**config.mk**
```make
export PLATFORM = sky130hd
export DESIGN_NAME = laser_channel_safety_controller_flat
export DESIGN_NICKNAME = d
export VERILOG_FILES = /design/src/rtl/lcsc_pkg.sv /design/src/rtl/lcsc_if.sv /design/src/rtl/lcsc_cfg_regs.sv /design/src/rtl/lcsc_core.sv /design/src/rtl/laser_channel_safety_controller.sv /design/src/flat_wrapper.sv
export SDC_FILE = /design/constraint.sdc
export NUM_CORES = 1
export LEC_CHECK = 0
export BUFFER_PORTS_ARGS = -buffer_cell sky130_fd_sc_hd__buf_4
export CAP_MARGIN = 20
export CORE_MARGIN = 2
export CORE_UTILIZATION = 47
export DETAILED_ROUTE_END_ITERATION = 6
export PLACE_DENSITY = 0.65
export SLEW_MARGIN = 30
export SYNTH_ARGS = -nofsm -noshare
export SYNTH_HDL_FRONTEND = slang
export SYNTH_SLANG_ARGS = --single-unit
```
**constraint.sdc**
```tcl
create_clock -name clk_i -period 6.35 [get_ports clk_i]
set_input_delay 0.9525 -clock clk_i [delete_from_list [all_inputs] [get_ports clk_i]]
set_output_delay 0.9525 -clock clk_i [all_outputs]
set_load 0.02 [all_outputs]
```
**src/rtl/lcsc_pkg.sv**
```systemverilog
package lcsc_pkg;

  localparam int unsigned NumCh      = 3;
  localparam int unsigned FuncW      = 4;
  localparam int unsigned ChanW      = 2;
  localparam int unsigned PowerW     = 8;
  localparam int unsigned PulseW     = 20;
  localparam int unsigned OnTimeW    = 32;
  localparam int unsigned CfgIdxW    = 2;
  localparam int unsigned CfgDataW   = 32;

  localparam logic [PowerW-1:0]  DefaultPower      = 8'd255;
  localparam logic               RstInterlockEn    = 1'b1;
  localparam logic [PulseW-1:0]  RstPulseOnTime    = 20'd100;
  localparam logic [OnTimeW-1:0] RstMaxOnTime      = 32'd60000000;

  typedef enum logic [FuncW-1:0] {
    FnTick        = 4'd0,
    FnSetPower    = 4'd1,
    FnSetAllPower = 4'd2,
    FnEnable      = 4'd3,
    FnDisable     = 4'd4,
    FnEnableAll   = 4'd5,
    FnDisableAll  = 4'd6,
    FnPulse       = 4'd7,
    FnPulseAll    = 4'd8,
    FnEstop       = 4'd9
  } func_e;

  typedef enum logic [CfgIdxW-1:0] {
    CfgInterlockEn = 2'd0,
    CfgPulseOnTime = 2'd1,
    CfgMaxOnTime   = 2'd2
  } cfg_idx_e;

  typedef struct packed {
    logic [FuncW-1:0]  func;
    logic [ChanW-1:0]  channel;
    logic [PowerW-1:0] power;
    logic              cartridge_present;
  } req_t;

  typedef struct packed {
    logic               ok;
    logic [NumCh-1:0]   laser_drive;
    logic [NumCh-1:0]   enabled_mask;
    logic [OnTimeW-1:0] on_time;
    logic               pulse_active;
    logic               overtime_trip;
  } rsp_t;

  typedef struct packed {
    logic               interlock_enable;
    logic [PulseW-1:0]  pulse_on_time;
    logic [OnTimeW-1:0] max_on_time;
  } cfg_t;

endpackage

```
**src/rtl/lcsc_if.sv**
```systemverilog
interface lcsc_req_if;
  logic            valid;
  logic            ready;
  lcsc_pkg::req_t  data;

  modport source (output valid, output data, input ready);
  modport sink   (input valid, input data, output ready);
endinterface

interface lcsc_rsp_if;
  logic            valid;
  logic            ready;
  lcsc_pkg::rsp_t  data;

  modport source (output valid, output data, input ready);
  modport sink   (input valid, input data, output ready);
endinterface

```
**src/rtl/lcsc_cfg_regs.sv**
```systemverilog
module lcsc_cfg_regs (
  input  logic                               clk_i,
  input  logic                               rst_ni,
  input  logic                               cfg_we_i,
  input  logic [lcsc_pkg::CfgIdxW-1:0]       cfg_idx_i,
  input  logic [lcsc_pkg::CfgDataW-1:0]      cfg_wdata_i,
  output lcsc_pkg::cfg_t                     cfg_o
);
  import lcsc_pkg::*;

  cfg_t cfg_q, cfg_d;

  always_comb begin
    cfg_d = cfg_q;
    if (cfg_we_i) begin
      unique case (cfg_idx_e'(cfg_idx_i))
        CfgInterlockEn: cfg_d.interlock_enable = cfg_wdata_i[0];
        CfgPulseOnTime: cfg_d.pulse_on_time    = cfg_wdata_i[PulseW-1:0];
        CfgMaxOnTime:   cfg_d.max_on_time      = cfg_wdata_i[OnTimeW-1:0];
        default:        cfg_d = cfg_q;
      endcase
    end
  end

  always_ff @(posedge clk_i or negedge rst_ni) begin
    if (!rst_ni) begin
      cfg_q.interlock_enable <= RstInterlockEn;
      cfg_q.pulse_on_time    <= RstPulseOnTime;
      cfg_q.max_on_time      <= RstMaxOnTime;
    end else begin
      cfg_q <= cfg_d;
    end
  end

  assign cfg_o = cfg_q;

endmodule

```
**src/rtl/lcsc_core.sv**
```systemverilog
module lcsc_core (
  input  logic            clk_i,
  input  logic            rst_ni,
  input  logic            step_i,
  input  lcsc_pkg::req_t  req_i,
  input  lcsc_pkg::cfg_t  cfg_i,
  output lcsc_pkg::rsp_t  rsp_o
);
  import lcsc_pkg::*;

  logic [PowerW-1:0]  power_q [NumCh];
  logic [PowerW-1:0]  power_d [NumCh];
  logic [NumCh-1:0]   en_q, en_d;
  logic [OnTimeW-1:0] cnt_q, cnt_d, cnt_tick;
  logic [NumCh-1:0]   pmask_q, pmask_d;
  logic [PulseW-1:0]  prem_q, prem_d;

  logic [NumCh-1:0]   ch_sel;
  logic [NumCh-1:0]   pw_nz, pw_nz_d;
  logic               ch_ok, safe, pulse_ok, ok, trip, is_tick;

  assign ch_ok    = req_i.channel < ChanW'(NumCh);
  assign safe     = !cfg_i.interlock_enable || req_i.cartridge_present;
  assign pulse_ok = (prem_q == '0) && safe;
  assign is_tick  = func_e'(req_i.func) == FnTick;

  always_comb begin
    for (int i = 0; i < NumCh; i++) begin
      ch_sel[i] = ch_ok && (req_i.channel == ChanW'(i));
      pw_nz[i]  = power_q[i] != '0;
    end
  end

  // on-time count while any channel stays on, saturating
  assign cnt_tick = ((|en_q) && (cnt_q != '1)) ? cnt_q + 1'b1 : cnt_q;

  always_comb begin
    power_d = power_q;
    en_d    = en_q;
    pmask_d = pmask_q;
    prem_d  = prem_q;
    ok      = 1'b0;
    trip    = 1'b0;
    unique case (func_e'(req_i.func))
      FnTick: begin
        ok = 1'b1;
        if (prem_q != '0) begin
          prem_d = prem_q - 1'b1;
          if (prem_q == PulseW'(1)) pmask_d = '0;
        end
        if (cfg_i.interlock_enable && !req_i.cartridge_present) en_d = '0;
        if ((|en_d) && (cnt_tick >= cfg_i.max_on_time)) begin
          en_d = '0;
          trip = 1'b1;
        end
      end
      FnSetPower: begin
        if (ch_ok) begin
          for (int i = 0; i < NumCh; i++) begin
            if (ch_sel[i]) begin
              power_d[i] = req_i.power;
              if (req_i.power == '0) en_d[i] = 1'b0;
            end
          end
          ok = 1'b1;
        end
      end
      FnSetAllPower: begin
        for (int i = 0; i < NumCh; i++) power_d[i] = req_i.power;
        if (req_i.power == '0) en_d = '0;
        ok = 1'b1;
      end
      FnEnable: begin
        if (safe && (|(ch_sel & pw_nz))) begin
          en_d = en_q | ch_sel;
          ok   = 1'b1;
        end
      end
      FnDisable: begin
        if (ch_ok) begin
          en_d = en_q & ~ch_sel;
          ok   = 1'b1;
        end
      end
      FnEnableAll: begin
        if (safe) begin
          en_d = en_q | pw_nz;
          ok   = &pw_nz;
        end
      end
      FnDisableAll: begin
        en_d = '0;
        ok   = 1'b1;
      end
      FnPulse: begin
        if (ch_ok && pulse_ok) begin
          ok = 1'b1;
          if (cfg_i.pulse_on_time != '0) begin
            pmask_d = ch_sel;
            prem_d  = cfg_i.pulse_on_time;
          end
        end
      end
      FnPulseAll: begin
        if (pulse_ok) begin
          ok = 1'b1;
          if (cfg_i.pulse_on_time != '0) begin
            pmask_d = '1;
            prem_d  = cfg_i.pulse_on_time;
          end
        end
      end
      FnEstop: begin
        en_d    = '0;
        pmask_d = '0;
        prem_d  = '0;
        ok      = 1'b1;
      end
      default: begin
        ok = 1'b0;
      end
    endcase
  end

  // count restarts when the first channel turns on and clears when the last turns off
  always_comb begin
    if (!(|en_d) || !(|en_q)) begin
      cnt_d = '0;
    end else if (is_tick) begin
      cnt_d = cnt_tick;
    end else begin
      cnt_d = cnt_q;
    end
  end

  always_comb begin
    for (int i = 0; i < NumCh; i++) pw_nz_d[i] = power_d[i] != '0;
  end

  assign rsp_o.ok            = ok;
  assign rsp_o.laser_drive   = (en_d & pw_nz_d) | pmask_d;
  assign rsp_o.enabled_mask  = en_d;
  assign rsp_o.on_time       = cnt_d;
  assign rsp_o.pulse_active  = prem_d != '0;
  assign rsp_o.overtime_trip = trip;

  always_ff @(posedge clk_i or negedge rst_ni) begin
    if (!rst_ni) begin
      for (int i = 0; i < NumCh; i++) power_q[i] <= DefaultPower;
      en_q    <= '0;
      cnt_q   <= '0;
      pmask_q <= '0;
      prem_q  <= '0;
    end else if (step_i) begin
      power_q <= power_d;
      en_q    <= en_d;
      cnt_q   <= cnt_d;
      pmask_q <= pmask_d;
      prem_q  <= prem_d;
    end
  end

endmodule

```
**src/rtl/laser_channel_safety_controller.sv**
```systemverilog
// laser channel safety controller
// req_i carries one request per item: a command (set power, enable, disable,
// pulse, emergency stop) or a one microsecond tick, each with a sample of
// the cartridge switch. rsp_o returns exactly one result per request: ok,
// the laser drive pins, the enable mask, the on-time count, the pulse flag
// and the overtime trip flag, all as they stand after that request.
// cfg_we_i/cfg_idx_i/cfg_wdata_i write interlock_enable (0), pulse_on_time
// (1) and max_on_time (2); write them only while no request is in flight.
// a request waits in the input register until the output register is free,
// the channel state is updated from it in a single pass, and the result is
// registered: rsp_o.valid rises when the result enters the output register.
// one request per cycle is sustained while the receiver takes every result;
// the state update loop through the channel registers sets that figure.
// reset clears all channel enables, the on-time count and any pulse, sets
// every channel to full power and loads the register defaults.
// when the receiver stalls, the result holds in the output register and one
// more request is still taken into the input register before req_i.ready
// falls.
module laser_channel_safety_controller (
  input  logic                           clk_i,
  input  logic                           rst_ni,
  lcsc_req_if.sink                       req_i,
  lcsc_rsp_if.source                     rsp_o,
  input  logic                           cfg_we_i,
  input  logic [lcsc_pkg::CfgIdxW-1:0]   cfg_idx_i,
  input  logic [lcsc_pkg::CfgDataW-1:0]  cfg_wdata_i
);
  import lcsc_pkg::*;

  cfg_t cfg;
  logic in_valid_q;
  req_t in_data_q;
  logic out_valid_q;
  rsp_t out_data_q;
  rsp_t core_rsp;
  logic out_free, step;

  assign out_free    = !out_valid_q || rsp_o.ready;
  assign step        = in_valid_q && out_free;
  assign req_i.ready = !in_valid_q || out_free;

  lcsc_cfg_regs u_cfg_regs (
    .clk_i       (clk_i),
    .rst_ni      (rst_ni),
    .cfg_we_i    (cfg_we_i),
    .cfg_idx_i   (cfg_idx_i),
    .cfg_wdata_i (cfg_wdata_i),
    .cfg_o       (cfg)
  );

  lcsc_core u_core (
    .clk_i  (clk_i),
    .rst_ni (rst_ni),
    .step_i (step),
    .req_i  (in_data_q),
    .cfg_i  (cfg),
    .rsp_o  (core_rsp)
  );

  always_ff @(posedge clk_i or negedge rst_ni) begin
    if (!rst_ni) begin
      in_valid_q  <= 1'b0;
      out_valid_q <= 1'b0;
    end else begin
      if (req_i.ready) in_valid_q <= req_i.valid;
      if (out_free) out_valid_q <= in_valid_q;
    end
  end

  always_ff @(posedge clk_i) begin
    if (req_i.valid && req_i.ready) in_data_q <= req_i.data;
    if (step) out_data_q <= core_rsp;
  end

  assign rsp_o.valid = out_valid_q;
  assign rsp_o.data  = out_data_q;

endmodule

```
**src/flat_wrapper.sv**
```systemverilog
// flat-port wrapper written by rule: the top's interface ports become plain ports
module laser_channel_safety_controller_flat import lcsc_pkg::*;
  (clk_i, rst_ni, cfg_we_i, cfg_idx_i, cfg_wdata_i, req_i_valid, req_i_data, req_i_ready, rsp_o_valid, rsp_o_data, rsp_o_ready);
  lcsc_req_if req_i_i ();
  lcsc_rsp_if rsp_o_i ();
  input  logic clk_i;
  input  logic rst_ni;
  input  logic cfg_we_i;
  input  logic [lcsc_pkg::CfgIdxW-1:0] cfg_idx_i;
  input  logic [lcsc_pkg::CfgDataW-1:0] cfg_wdata_i;
  input wire logic [$bits(req_i_i.valid)-1:0] req_i_valid;
  input wire logic [$bits(req_i_i.data)-1:0] req_i_data;
  output wire logic [$bits(req_i_i.ready)-1:0] req_i_ready;
  output wire logic [$bits(rsp_o_i.valid)-1:0] rsp_o_valid;
  output wire logic [$bits(rsp_o_i.data)-1:0] rsp_o_data;
  input wire logic [$bits(rsp_o_i.ready)-1:0] rsp_o_ready;
  assign req_i_i.valid = req_i_valid;
  assign req_i_i.data = req_i_data;
  assign req_i_ready = req_i_i.ready;
  assign rsp_o_valid = rsp_o_i.valid;
  assign rsp_o_data = rsp_o_i.data;
  assign rsp_o_i.ready = rsp_o_ready;
  laser_channel_safety_controller u_core (.clk_i(clk_i), .rst_ni(rst_ni), .req_i(req_i_i), .rsp_o(rsp_o_i), .cfg_we_i(cfg_we_i), .cfg_idx_i(cfg_idx_i), .cfg_wdata_i(cfg_wdata_i));
endmodule
```
==> flow_summary.yaml, run 1 <==
status:
  outcome: "completed"
place:
  dp_slack_ns: 0.739
  io_buffers: 96
  gp_congestion: 0.940
  dp_hpwl_um: 20000
pwr:
  p_leak_nw: 5.13
  combPwrFrac: 0.253
  power_density_nw_per_um2: 305
  p_sw_mw: 1.31
  power_mw: 3.80
  ir_drop_mv: 0.162
  p_sw_frac: 0.344
  p_int_mw: 2.49
  clockPowerShare: 0.299
  power_frac_seq: 0.448
setup_path:
  cp.required_ns: 6.67
  cp-end-kind: "flop"
  cp_num_cells: 19
  slowest_stage: "nor4_2"
  worstSetupPathType: "flop to flop"
  worst-r2r-setup-slack_ns: 0.67
  crit_path_max_fanout: 38
  r2r-start: "u_core.u_core.cnt_q[9]"
  cp_num_buf_inv: 2
  cp_cell_sequence: "nand4_1, nor4_2, nand4_1, nand3_1, nor2_1, nand2_1, xnor2_1, ha_1, nand4_2, nor3_2, or4b_1, a31oi_2, nor2_1, a32oi_2, inv_1, o31ai_4, buf_4, nor2_1, a22o_1"
  crit_family: "simple AND/OR/NAND/NOR gates"
  startpoint_type: "flop"
  max_stage_delay_ns: 0.66
  r2r_cells: 19
  crit_arrival_ns: 6.00
  cp-startpoint: "u_core.u_core.cnt_q[9]"
  r2r-end: "u_core.u_core.cnt_q[25]"
  cp-endpoint: "u_core.u_core.cnt_q[25]"
  crit_path_frequent_cell: "nor2_1"
synthesis:
  ys_async_sr_fraction: 0.710
  synth.net_count: 1173
  ys_seq_area_frac: 0.473
  syn-cell-area_um2: 10900
  synthCells: 1084
  synth_seq_cells: 193
  ys_top_cells_by_area: "dfrtp_1 (23%), edfxtp_1 (15%), dfstp_2 (9.2%)"
  synthFlopType: "dfrtp_1"
  avgSynthCellArea_um2: 10.1
  synth_edf_count: 56
  netlist.area_leader.share: 0.227
  yosys.area.top_type: "dfrtp_1"
  synth_cell_types: 69
  yosys_warnings: 0
die:
  core_um2: 22700
  die_w_um: 156
  fp.dieArea_um2: 24400
  initial_core_util: 0.480
  io_pins: 97
  dieHeight_um: 156
  row_count: 55
timing:
  fin_crit_sh: 0.895
  period_needed_ns: 5.68
  setup_viol: 0
  grt_setup_unrepaired: "no"
  fin_worst_skew_ns: 0.0146
  worst_pin_slew_ns: 0.990
  drv_slew: 0
  slew_headroom: 0.333
  setup-tns-final_ns: 0
  clock.fmax_mhz: 176
  hold_viol: 0
  hold_slack_ns: 0.485
  layout_setup_ws_ns: 0.666
grt:
  grt_max_degree: 75
  grt_pass1_wl_um: 43700
  grt-ovfl-total: 0
  antenna_found_initial: 0
  grt_use_total: 0.229
  grt_pass1_vias: 8031
detailed_routing:
  drt_wl_total_um: 27000
  drt_iter0_markers: 691
  drc: 0
  ant_nets: 0
  avgRoutedWirePerCell_um: 18.6
  first_pass_iters: 5
  vias: 8364
  vias_per_cell: 5.76
clock_tree:
  clock-sinks: 193
  cts_max_level: 4
  cts_buffer_depth: 2
  ctsHoldBuffers: 0
  cts.clk_slew.worst_paths_ns: 0.08
  cts_tree: "yes"
  root_buffer: "clkbuf_16"
  clk_latency_ns: 0.44
  cts_resized: 0
  cts_setup_buffers: 0
  numCtsBuffers: 17
finish:
  nets: 1242
  diodes: 0
  mostFrequentLayoutCells: "nor2_1 (116), nand2_1 (109), buf_4 (103)"
  final_common_cell: "nor2_1"
  layout-drive-gt1-share: 0.232
  area_growth_pct: 14.3
hold_path:
  min-delay-path-class: "input pin to asynchronous set/reset pin"
job:
  drv_cap: 0
==> power by group through the flow <==
stage | sequential [mW] | clock, mW | combinational [mW]
floorplan | 1.69 | 0 | 0.683
global placement | 1.72 | 0 | 0.945
detailed placement | 1.72 | 0 | 0.954
CTS | 1.70 | 1.16 | 0.957
global route | 1.73 | 1.22 | 1.06
finish | 1.70 | 1.14 | 0.960
==> final cells by class <==
type	count	area, um2
fillers	2029	10200
multi-input cells	790	5330
flip-flops and latches	193	5160
repair buffers	106	811
clock buffers	17	425
well taps	285	357
clock inverters	15	213
inverters	45	169
==> kinds of logic after synthesis <==
group / Yosys count / share of synthesized area
buffers and inverters: 101 / 0.0382
AND/OR/NAND/NOR: 405 / 0.185
XOR/XNOR: 80 / 0.0643
AO/OA/AOI/OAI: 185 / 0.113
flip-flops: 193 / 0.473
multiplexers: 85 / 0.0871
adder cells (fa/ha/maj): 35 / 0.0402
==> cell usage after synthesis (all sizes together), types with 33 or more instances <==
cell and count:
a21oi 45, dfrtp 99, dfstp 38, edfxtp 56, ha 35, inv 45
mux2 79, nand2 109, nor2 116, nor4 33, o21ai 56, xnor2 46
xor2 34
==> worst register-to-register path: stages, from the launching register on <==
cell	delay, ns
dfrtp_1	0.57
nand4_1	0.25
nor4_2	0.66
nand4_1	0.31
nand3_1	0.36
nor2_1	0.20
nand2_1	0.12
xnor2_1	0.08
ha_1	0.33
nand4_2	0.10
nor3_2	0.21
or4b_1	0.47
a31oi_2	0.27
nor2_1	0.08
a32oi_2	0.36
inv_1	0.16
o31ai_4	0.18
buf_4	0.37
nor2_1	0.21
a22o_1	0.28
==> flip-flops by register name, indices dropped and copies added, names as in the netlist <==
| name | count |
|---|---|
| u_core.rsp_o.data | 41 |
| u_core.rsp_o.valid | 1 |
| u_core.u_core.cnt_q | 32 |
| u_core.u_core.prem_q | 20 |
| u_core.u_core.en_q | 3 |
| u_core.u_core.power_q | 24 |
| u_core.u_core.pmask_q | 3 |
| u_core.in_data_q | 15 |
| u_core.in_valid_q | 1 |
| u_core.u_cfg_regs.cfg_o | 53 |
==> routing by layer <==
layer | part of all wire | vias to the layer above | global-route usage
met5 | 0 | - | 0
met4 | 0.034 | 0 | 0.0974
met3 | 0.053 | 55 | 0.0338
met2 | 0.45 | 273 | 0.352
met1 | 0.46 | 4002 | 0.324
li1 | - | 4034 | -
==> stage by stage <==
stage | cell area [um2] | util | instances
floorplan | 10900 | - | 1084
global placement | 11800 | 0.520 | 1418
detailed placement | 11800 | 0.520 | 1419
CTS | 12500 | 0.549 | 1451
global route | 12500 | 0.549 | 1451
finish | 12500 | 0.549 | 1451
==> how the worst min path moves through the flow <==
stage	start	endpoint	slack, ns	depth (start not counted)
global placement	u_core.in_valid_q	u_core.rsp_o.valid	0.46	1
finish	rst_ni	u_core.u_cfg_regs.cfg_o[36]	0.48	1
CTS	rst_ni	u_core.u_core.prem_q[0]	0.50	1
global route	u_core.in_valid_q	u_core.rsp_o.valid	0.52	1
floorplan	u_core.u_core.pmask_q[2]	u_core.u_core.pmask_q[2]	0.45	2
detailed placement	u_core.in_valid_q	u_core.rsp_o.valid	0.48	1
(Power assumes the default switching activity.)
==> run 2: changes to the inputs <==
--- a/config.mk
+++ b/config.mk
@@ -10,7 +10,7 @@
 export CORE_MARGIN = 2
 export CORE_UTILIZATION = 47
 export DETAILED_ROUTE_END_ITERATION = 6
-export PLACE_DENSITY = 0.65
+export PLACE_DENSITY = 0.68
 export SLEW_MARGIN = 30
 export SYNTH_ARGS = -nofsm -noshare
 export SYNTH_HDL_FRONTEND = slang
==> constraint.sdc (replaced) <==
create_clock -name clk_i -period 4.8 [get_ports clk_i]
set_input_delay 0.72 -clock clk_i [delete_from_list [all_inputs] [get_ports clk_i]]
set_output_delay 0.72 -clock clk_i [all_outputs]
set_load 0.02 [all_outputs]
==> flow_summary.yaml, run 2 (synthesized netlist as in run 1, its figures left out) <==
pwr:
  p_sw_mw: 1.71
  clockPowerShare: 0.293
  p_leak_nw: 5.43
  combPwrFrac: 0.265
  p_sw_frac: 0.334
  power_frac_seq: 0.442
  ir_drop_mv: 0.232
  p_int_mw: 3.41
  power_density_nw_per_um2: 396
die:
  fp.dieArea_um2: 24400
  row_count: 55
  dieHeight_um: 156
  core_um2: 22700
  io_pins: 97
  die_w_um: 156
  initial_core_util: 0.480
setup_path:
  slowest_stage: "or4b_1"
  worstSetupPathType: "flop to flop"
  startpoint_type: "flop"
  cp_cell_sequence: "nand3_1, nor4_4, nand4_1, and3_4, nand2_1, nor2_1, xor2_1, ha_1, nand4_2, nor3_2, or4b_1, a31oi_2, o21ai_1, o221ai_4, inv_1, o31ai_4, buf_12, buf_12, o21ai_1, a22o_1"
  worst-r2r-setup-slack_ns: 0.20
  cp-end-kind: "flop"
  max_stage_delay_ns: 0.47
  r2r-start: "u_core.u_core.cnt_q[16]"
  crit_arrival_ns: 4.93
  r2r-end: "u_core.u_core.cnt_q[29]"
  r2r_cells: 20
  cp.required_ns: 5.13
  crit_path_max_fanout: 25
clock_tree:
  ctsHoldBuffers: 0
  clock-sinks: 193
  cts_max_level: 4
  root_buffer: "clkbuf_16"
  cts_buffer_depth: 2
  numCtsBuffers: 17
  clk_latency_ns: 0.44
  cts.clk_slew.worst_paths_ns: 0.07
  cts_setup_buffers: 0
  cts_tree: "yes"
finish:
  utilization: 0.569
  diodes: 0
  nets: 1298
  largest_register_ffs: 53
  mostFrequentLayoutCells: "buf_4 (159), nor2_1 (114), nand2_1 (109)"
  layout-drive-gt1-share: 0.271
  final-instance-count-excl-fill: 1507
  area_growth_pct: 18.5
  final_common_cell: "buf_4"
grt:
  grt_pass1_vias: 8464
  grt_max_degree: 61
  antenna_found_initial: 0
  grt_use_total: 0.234
  grt-ovfl-total: 0
  grt_pass1_wl_um: 44900
hold_path:
  min-delay-path-class: "input pin to asynchronous set/reset pin"
detailed_routing:
  drc: 0
  vias: 8823
  avgRoutedWirePerCell_um: 18.6
  drt_wl_total_um: 28000
  ant_nets: 0
  drt_iter0_markers: 786
  first_pass_iters: 6
  vias_per_cell: 5.85
status:
  outcome: "completed"
timing:
  worst_pin_slew_ns: 0.867
  hold_viol: 0
  slew_headroom: 0.416
  clock.fmax_mhz: 217
  fin_worst_skew_ns: 0.0102
  setup_viol: 0
  period_needed_ns: 4.60
  fin_crit_sh: 0.958
  drv_slew: 0
  setup-tns-final_ns: 0
place:
  gp_congestion: 0.923
  io_buffers: 96
  placed_cells: 1475
  dp_hpwl_um: 20600
job:
  drv_cap: 0
-- run 2: cell types whose count changed in the layout (fill, tap and decap cells not counted), moves of 2 or more --
cell and delta:
buf_12 +2, buf_4 +56, clkbuf_16 +2, clkbuf_8 +2
clkinv_8 -7, nor2_1 -2, nor2_4 +2
-- run 2: layer usage --
layer,wire [um],part of all wire,vias up,global-route usage
li1,-,-,4133,-
met3,1850,0.066,49,0.0457
met2,13200,0.47,361,0.376
met4,614,0.022,0,0.0721
met5,0,0,-,0
met1,12300,0.44,4280,0.323
-- run 2: power by group through the flow --
stage | clock network (mW) | logic, mW | registers (mW)
floorplan | 0 | 0.904 | 2.24
finish | 1.50 | 1.35 | 2.26
global route | 1.59 | 1.48 | 2.29
CTS | 1.52 | 1.34 | 2.25
detailed placement | 0 | 1.33 | 2.28
global placement | 0 | 1.30 | 2.27
-- run 2: worst max-delay path by stage --
| stage | from | to |
|---|---|---|
| floorplan | u_core.u_core.cnt_q[9] | u_core.rsp_o.data[10] |
| global placement | u_core.u_core.cnt_q[0] | u_core.u_core.cnt_q[26] |
| detailed placement | u_core.u_core.cnt_q[0] | u_core.u_core.cnt_q[11] |
| CTS | u_core.u_core.cnt_q[0] | u_core.u_core.cnt_q[11] |
| global route | u_core.u_core.cnt_q[15] | u_core.u_core.cnt_q[29] |
| finish | u_core.u_core.cnt_q[16] | u_core.u_core.cnt_q[29] |
-- run 2: through the flow --
step	setup WS (ns)	hold WS [ns]	power [mW]	cell area, um2
2_1_floorplan	0.194	0.424	3.14	10900
3_3_place_gp	0.0145	0.469	3.57	12200
3_5_place_dp	-0.0963	0.475	3.61	12300
4_1_cts	0.0319	0.380	5.11	12900
5_1_grt	-0.0153	0.416	5.36	12900
6_report	0.200	0.359	5.11	12900
-- run 2: layout make-up --
type,instances,area (um2)
Timing Repair Buffer,162,1240
Clock inverter,10,111
Sequential cell,193,5160
Tap cell,285,357
Fill cell,1979,9790
Inverter,45,169
Multi-Input combinational cell,790,5370
Clock buffer,22,507
-- run 2: worst max-delay path, delay by kind of cell, from the launching register on --
family,cells,cell delay (ns)
adder cells (fa/ha/maj),1,0.30
XOR/XNOR,1,0.15
flip-flops,1,0.37
buffers and inverters,3,0.44
AO/OA/AOI/OAI,6,1.20
AND/OR/NAND/NOR,9,2.00
-- run 2: timing repair --
item,4_1_cts,5_1_grt
endpoints found under the hold margin,0,0
resized for setup,1,9
cloned,0,0
setup endpoints to repair,12,52
pin swaps,0,3
